--- config.mk ---
export PLATFORM = sky130hd
export DESIGN_NAME = fft_integer_convolution_core
export DESIGN_NICKNAME = d
export VERILOG_FILES = /design/src/rtl/fic_pkg.sv /design/src/rtl/fic_ram.sv /design/src/rtl/fft_integer_convolution_core.sv
export VERILOG_INCLUDE_DIRS = /design/src /design/src/rtl
export SDC_FILE = /design/constraint.sdc
export NUM_CORES = 1
export LEC_CHECK = 0
export BUFFER_PORTS_ARGS = -buffer_cell sky130_fd_sc_hd__clkbuf_2
export CORE_MARGIN = 1.5
export CORE_UTILIZATION = 63
export DETAILED_ROUTE_END_ITERATION = 7
export PLACE_DENSITY_LB_ADDON = 0.25
export SYNTH_ARGS = -nofsm -noshare
export SYNTH_HDL_FRONTEND = slang
export SYNTH_SLANG_ARGS = --single-unit
--- constraint.sdc ---
create_clock -name clock -period 5.02 [get_ports clock]
set_clock_uncertainty 0.05 [all_clocks]
set_input_delay 1.004 -clock clock [delete_from_list [all_inputs] [get_ports clock]]
set_output_delay 1.004 -clock clock [all_outputs]
set_load 0.005 [all_outputs]
--- src/rtl/fft_integer_convolution_core_defines.svh ---
// Assertion helpers for the convolution core
`ifndef FFT_INTEGER_CONVOLUTION_CORE_DEFINES_SVH
`define FFT_INTEGER_CONVOLUTION_CORE_DEFINES_SVH

`define FIC_ASSERT_IMPL(label, clk, rst, ante, cons, msg) \
   label: assert property (@(posedge clk) disable iff (rst) (ante) |-> (cons)) else $error(msg);

`define FIC_ASSERT_NEXT(label, clk, rst, ante, cons, msg) \
   label: assert property (@(posedge clk) disable iff (rst) (ante) |=> (cons)) else $error(msg);

`endif

--- src/rtl/fic_pkg.sv ---
package fic_pkg;
   typedef enum logic [1:0] {
      ST_LOAD,
      ST_CALC,
      ST_SEND
   } state_type;
   localparam int PROD_BITS = 21;
endpackage

--- src/rtl/fic_ram.sv ---
module fic_ram #(
   parameter int WIDTH = 8,
   parameter int DEPTH = 32
) (
   input  logic                     clock,
   input  logic                     wr_en,
   input  logic [$clog2(DEPTH)-1:0] wr_addr,
   input  logic [WIDTH-1:0]         wr_data,
   input  logic [$clog2(DEPTH)-1:0] rd_addr,
   output logic [WIDTH-1:0]         rd_data
);
   logic [WIDTH-1:0] mem [DEPTH];

   always_ff @(posedge clock) begin
      if (wr_en) begin
         mem[wr_addr] <= wr_data;
      end
      rd_data <= mem[rd_addr];
   end
endmodule

--- src/rtl/fft_integer_convolution_core.sv ---
// Sequencing: after the last input beat (c pairs held), each result beat is summed in ST_CALC
//   over the held pairs, then registered in ST_SEND; a stalled output holds the next result.
// Throughput: one input beat per cycle while loading; no new frame is taken until the last
//   result is registered; one shared multiply-accumulate per cycle while computing.
// Reset: synchronous, active high; clears state, count, valid, last, pend; RAM undefined.
`include "fft_integer_convolution_core_defines.svh"
module fft_integer_convolution_core #(
   parameter int MAX_POINTS = 64,
   parameter int COEF_BITS  = 8
) (
   input  logic        clock,
   input  logic        reset,
   input  logic        req_tvalid,
   output logic        req_tready,
   input  logic [15:0] req_tdata,   // a_coef[7:0], b_coef[15:8]
   input  logic        req_tlast,
   output logic        rsp_tvalid,
   input  logic        rsp_tready,
   output logic [23:0] rsp_tdata,   // product_coef[20:0], zeros above
   output logic        rsp_tlast
);
   localparam int HALF = MAX_POINTS / 2;
   localparam int AW   = $clog2(HALF);
   localparam int CW   = AW + 1;
   localparam int KW   = $clog2(MAX_POINTS) + 1;
   localparam int PW   = fic_pkg::PROD_BITS;

   fic_pkg::state_type state_ff, state_in;
   logic [CW-1:0] count_ff, count_in;
   logic [KW-1:0] n_ff, n_in, k_ff, k_in;
   logic [CW-1:0] i_ff, i_in;
   logic          pend_ff, pend_in;       // product term in flight
   logic [PW-1:0] acc_ff, acc_in;
   logic [PW-1:0] out_ff, out_in;
   logic          vld_ff, vld_in, lst_ff, lst_in;

   logic [COEF_BITS-1:0] a_rd, b_rd;
   logic [AW-1:0]        ra, rb;
   logic                 wr_en, accept, term_ok;
   logic [KW-1:0]        kmi;

   assign accept = req_tvalid && req_tready;
   assign wr_en  = accept && (count_ff < CW'(HALF));
   assign kmi    = k_ff - KW'(i_ff);
   assign term_ok = (KW'(i_ff) <= k_ff) && (kmi < KW'(count_ff));
   assign ra = i_ff[AW-1:0];
   assign rb = kmi[AW-1:0];

   fic_ram #(.WIDTH(COEF_BITS), .DEPTH(HALF)) u_ram_a (
      .clock(clock), .wr_en(wr_en), .wr_addr(count_ff[AW-1:0]),
      .wr_data(req_tdata[COEF_BITS-1:0]), .rd_addr(ra), .rd_data(a_rd));
   fic_ram #(.WIDTH(COEF_BITS), .DEPTH(HALF)) u_ram_b (
      .clock(clock), .wr_en(wr_en), .wr_addr(count_ff[AW-1:0]),
      .wr_data(req_tdata[8+COEF_BITS-1:8]), .rd_addr(rb), .rd_data(b_rd));

   logic [PW-1:0] prod;
   assign prod = PW'(a_rd) * PW'(b_rd);

   always_comb begin
      state_in = state_ff;
      unique case (state_ff)
         fic_pkg::ST_LOAD: if (accept && req_tlast) state_in = fic_pkg::ST_CALC;
         fic_pkg::ST_CALC: if (i_ff == count_ff && !pend_ff && (!vld_ff || rsp_tready))
            state_in = fic_pkg::ST_SEND;
         fic_pkg::ST_SEND: if (!vld_ff || rsp_tready) begin
            if (k_ff + KW'(1) == n_ff) state_in = fic_pkg::ST_LOAD;
            else state_in = fic_pkg::ST_CALC;
         end
         default: state_in = fic_pkg::ST_LOAD;
      endcase
   end

   always_comb begin
      count_in = count_ff;
      n_in = n_ff; k_in = k_ff; i_in = i_ff; pend_in = 1'b0;
      acc_in = acc_ff; out_in = out_ff; vld_in = vld_ff; lst_in = lst_ff;
      req_tready = (state_ff == fic_pkg::ST_LOAD);
      if (vld_ff && rsp_tready) vld_in = 1'b0;
      unique case (state_ff)
         fic_pkg::ST_LOAD: begin
            if (wr_en) count_in = count_ff + CW'(1);
            if (accept && req_tlast) begin
               // smallest power of two not below twice the count
               n_in = KW'(2);
               for (int s = 2; s <= HALF; s = s * 2) begin
                  if (KW'(s / 2) < KW'(count_in)) n_in = KW'(2 * s);
               end
               k_in = '0; i_in = '0; acc_in = '0;
            end
         end
         fic_pkg::ST_CALC: begin
            if (pend_ff) acc_in = acc_ff + prod;
            if (i_ff != count_ff) begin
               pend_in = term_ok;
               i_in = i_ff + CW'(1);
            end
         end
         fic_pkg::ST_SEND: begin
            if (!vld_ff || rsp_tready) begin
               out_in = acc_ff; vld_in = 1'b1;
               lst_in = (k_ff + KW'(1) == n_ff);
               if (k_ff + KW'(1) == n_ff) count_in = '0;
               k_in = k_ff + KW'(1); i_in = '0; acc_in = '0;
            end
         end
         default: ;
      endcase
   end

   always_ff @(posedge clock) begin
      if (reset) begin
         state_ff <= fic_pkg::ST_LOAD;
         count_ff <= '0; vld_ff <= 1'b0; lst_ff <= 1'b0; pend_ff <= 1'b0;
      end else begin
         state_ff <= state_in;
         count_ff <= count_in; vld_ff <= vld_in; lst_ff <= lst_in; pend_ff <= pend_in;
      end
      n_ff <= n_in; k_ff <= k_in; i_ff <= i_in; acc_ff <= acc_in; out_ff <= out_in;
   end

   assign rsp_tvalid = vld_ff;
   assign rsp_tdata  = 24'(out_ff);
   assign rsp_tlast  = lst_ff;

   `FIC_ASSERT_IMPL(a_no_ready_busy, clock, reset,
      state_ff != fic_pkg::ST_LOAD, !req_tready, "ready while busy")
   `FIC_ASSERT_IMPL(a_count_cap, clock, reset, 1'b1, count_ff <= CW'(HALF), "count overflow")
   `FIC_ASSERT_NEXT(a_last_to_calc, clock, reset, accept && req_tlast,
      state_ff == fic_pkg::ST_CALC, "last beat did not start compute")
endmodule

==> flow_summary.ini <==
[clock_tree]
tritoncts = built
cts_buffer_depth = 3
cts_buffers = 57
cts.htree.levels = 2
hold_buffers = 0
clock_sinks = 600
path_clk_slew_ns = 0.07
worst_skew_pair.late_latency_ns = 0.64
buffer_cell_driving_the_clock_tree_root = sky130_fd_sc_hd__clkbuf_16

[setup_path]
path_max_fanout = 8
required_ns = 5.34
worst-r2r-setup-slack_ns = 0.29
crit_reg_reg_startpoint = u_ram_b.rd_data[2]$_DFF_P_
setup.worst_path.end_class = flip-flop
worst_setup_path_start_kind = flip-flop
worst-r2r-cell-count = 15
cp-endpoint = acc_ff[16]$_SDFFCE_PN0P_
critical_path_class = flip-flop to flip-flop
worst_ep_arrival_time_ns = 5.05
cp_common_cell = sky130_fd_sc_hd__fa_1
cell_by_cell_listing_of_the_critical_path = nand2_1 > fa_1 > fa_1 > inv_1 > fa_1 > inv_1 > fa_1 > inv_1 > ha_1 > a21oi_2 > o221ai_1 > o2111a_1 > o311ai_1 > a21o_1 > a21oi_1
timing.critical_path.slowest_stage_cell = sky130_fd_sc_hd__fa_1
critical-path-max-stage-delay_ns = 0.55
r2r_end = acc_ff[16]$_SDFFCE_PN0P_
cp_launch_point = u_ram_b.rd_data[2]$_DFF_P_

[global_route]
grt_start_max_net_pins = 68
grt_overflow = 0
grt_pass1_wl_um = 85500
vias_in_the_first_global_route = 14100
grt_util_all_layers_pct = 27.0
initial_antenna_violation_count = 4

[synthesis]
synth_cells = 1480
netlist.top_cell.by_area = sky130_fd_sc_hd__edfxtp_1
ys_types = 68
count_of_flip_flops_with_a_built_in_enable_after_synthesis = 573
synth-seq-area-share_pct = 67.4
avgSynthCellArea_um2 = 17.8
ys_dominant_reg_cell = sky130_fd_sc_hd__edfxtp_1
synth-async-reset-ratio_pct = 0
ys_top_cells_by_count = sky130_fd_sc_hd__edfxtp_1 (573), sky130_fd_sc_hd__mux4_2 (152), sky130_fd_sc_hd__inv_1 (107)
synth.cell_area_um2 = 26300
yosys_reg_bits = 600
synth_top_area_share_pct = 65.3
yosysWarningCount = 0
synth_most_common_cell = sky130_fd_sc_hd__edfxtp_1
yosys-top-cells-area = sky130_fd_sc_hd__edfxtp_1 (65%), sky130_fd_sc_hd__mux4_2 (13%), sky130_fd_sc_hd__fa_1 (3.9%)

[timing]
setup_viol_count_final = 0
final_setup_tns_ns = 0
final.min_clock_period_ns = 4.73
final.period_utilization_pct = 94.2
maxSlewViolCount = 0
setup_ws_ns = 0.291
relSlewSlack_pct = 20.6
hold-worst-slack_ns = 0.404
fmax_mhz = 211
finalHoldViolations = 0
worst-slew-pin-transition_ns = 1.19
rsz_0062_raised_after_global_routing = no

[die]
floorplan.die.height_um = 207
core_rows = 74
die_w_um = 207
core_area_um2 = 41000
die-area_um2 = 43000
initial_core_util_pct = 64.2
boundary_pins = 48

[detailed_routing]
vias_per_cell = 6.41
drc_markers = 2
detailroute.via_count = 13800
first_iter_violations = 1570
postRouteAntennaNets = 0
first_pass_iters = 8
avgRoutedWirePerCell_um = 26.0
routed_wl_um = 56100

[cells_and_area]
nNetsFinal = 1706
final-instance-count-excl-fill = 2156
drive_gt1_share_pct = 22.1
syn2layout_area_growth_pct = 11.0

[run_status]
failed_checks = design-rule violations
run_status = complete, but fails checks

[placement]
place_hpwl_um = 33600
routabilityCongestion = 0.871
pre_cts_ws_ns = 0.198
io_buffers = 44
post-place-cells = 2049

[pwr]
leakage_nw = 10.2
vdd_drop_max_mv = 0.944
power.density_cell_area_nw_per_um2 = 626
p_total_mw = 18.3

[worst_hold_path]
min-delay-path-class = flip-flop to flip-flop

[job]
max_cap_violations = 0
[flip-flops by register name (all words and copies together), names as in the netlist, 6 cells and up]
| name | flops |
|---|---|
| count_ff | 6 |
| u_ram_b.mem | 256 |
| u_ram_b.rd_data | 8 |
| n_ff | 6 |
| acc_ff | 21 |
| u_ram_a.rd_data | 8 |
| u_ram_a.mem | 256 |
| i_ff | 6 |
| k_ff | 7 |
| out_ff | 21 |
[placed cells by master, fill, tap and decap left out, types with 10 or more instances in the layout]
master and count:
sky130_fd_sc_hd__a21oi_1 27, sky130_fd_sc_hd__and2_1 42, sky130_fd_sc_hd__buf_4 50, sky130_fd_sc_hd__clkbuf_16 58, sky130_fd_sc_hd__clkbuf_2 44, sky130_fd_sc_hd__clkinv_1 19
sky130_fd_sc_hd__clkinv_2 10, sky130_fd_sc_hd__dfxtp_1 26, sky130_fd_sc_hd__edfxtp_1 573, sky130_fd_sc_hd__fa_1 50, sky130_fd_sc_hd__ha_1 57, sky130_fd_sc_hd__inv_1 107
sky130_fd_sc_hd__mux2i_1 19, sky130_fd_sc_hd__mux4_2 152, sky130_fd_sc_hd__nand2_1 88, sky130_fd_sc_hd__nand3_1 18, sky130_fd_sc_hd__nor2_1 74, sky130_fd_sc_hd__nor3_1 16
sky130_fd_sc_hd__o21a_1 17, sky130_fd_sc_hd__xnor2_1 21, sky130_fd_sc_hd__xor2_1 11
[stage by stage]
| stage | instance area (µm²) | util [%] |
|---|---|---|
| global placement | 27400 | 66.7 |
| detailed placement | 27400 | 66.7 |
| finish | 29200 | 71.2 |
| floorplan | 26300 | - |
| CTS | 29200 | 71.2 |
| global route | 29200 | 71.2 |
[power by group]
part           internal [mW]  switching, mW
registers               5.76          0.182
logic                   3.34           4.82
clock network           2.33           1.87
[per-layer routing]
| layer | GRT usage [%] | vias up | wire [µm] |
|---|---|---|---|
| met5 | 0 | - | 26 |
| met4 | 8.27 | 4 | 1430 |
| met3 | 4.54 | 91 | 3850 |
| met2 | 45.2 | 593 | 28500 |
| met1 | 36.9 | 7241 | 22300 |
| li1 | - | 5884 | - |
[worst min path at each step]
stage,start,to,slack [ns],cells past startpoint
6_report,acc_ff[7]$_SDFFCE_PN0P_,out_ff[7]$_DFFE_PP_,0.40,0
5_1_grt,acc_ff[2]$_SDFFCE_PN0P_,out_ff[2]$_DFFE_PP_,0.41,0
4_1_cts,acc_ff[7]$_SDFFCE_PN0P_,out_ff[7]$_DFFE_PP_,0.40,0
3_5_place_dp,acc_ff[7]$_SDFFCE_PN0P_,out_ff[7]$_DFFE_PP_,0.39,0
3_3_place_gp,acc_ff[7]$_SDFFCE_PN0P_,out_ff[7]$_DFFE_PP_,0.39,0
2_1_floorplan,acc_ff[13]$_SDFFCE_PN0P_,out_ff[13]$_DFFE_PP_,0.38,0
[critical path, delay by kind of cell, from the launching register on]
family                     cells  cell delay (ns)
AOI/OAI and AO/OA              6             1.38
adders and majority gates      5             2.32
buffers and inverters          3             0.14
DFF                            1             0.46
and+or+nand+nor                1             0.13
[cell type report]
type                            count  area (µm²)
Timing Repair Buffer               96         636
Clock inverter                     43         373
Multi-Input combinational cell    709        7900
Clock buffer                       63        1470
Tap cell                          532         666
Inverter                          112         420
Antenna cell                        1        2.50
Fill cell                        2477       11800
Sequential cell                   600       17700
[cell families after synthesis]
logic type,share of synthesized area (%)
AND/OR/NAND/NOR,5.24
adder cells (fa/ha/maj),6.63
XOR/XNOR,1.48
other,0.0142
flip-flops,67.4
AO/OA/AOI/OAI,2.63
multiplexers,13.7
buffers and inverters,2.89
[timing repair]
item | 4_1_cts | 5_1_grt
buffers inserted | 0 | 0
endpoints found under the setup margin | 0 | 5
gates resized for setup | 0 | 4
(Power assumes the default switching activity.)
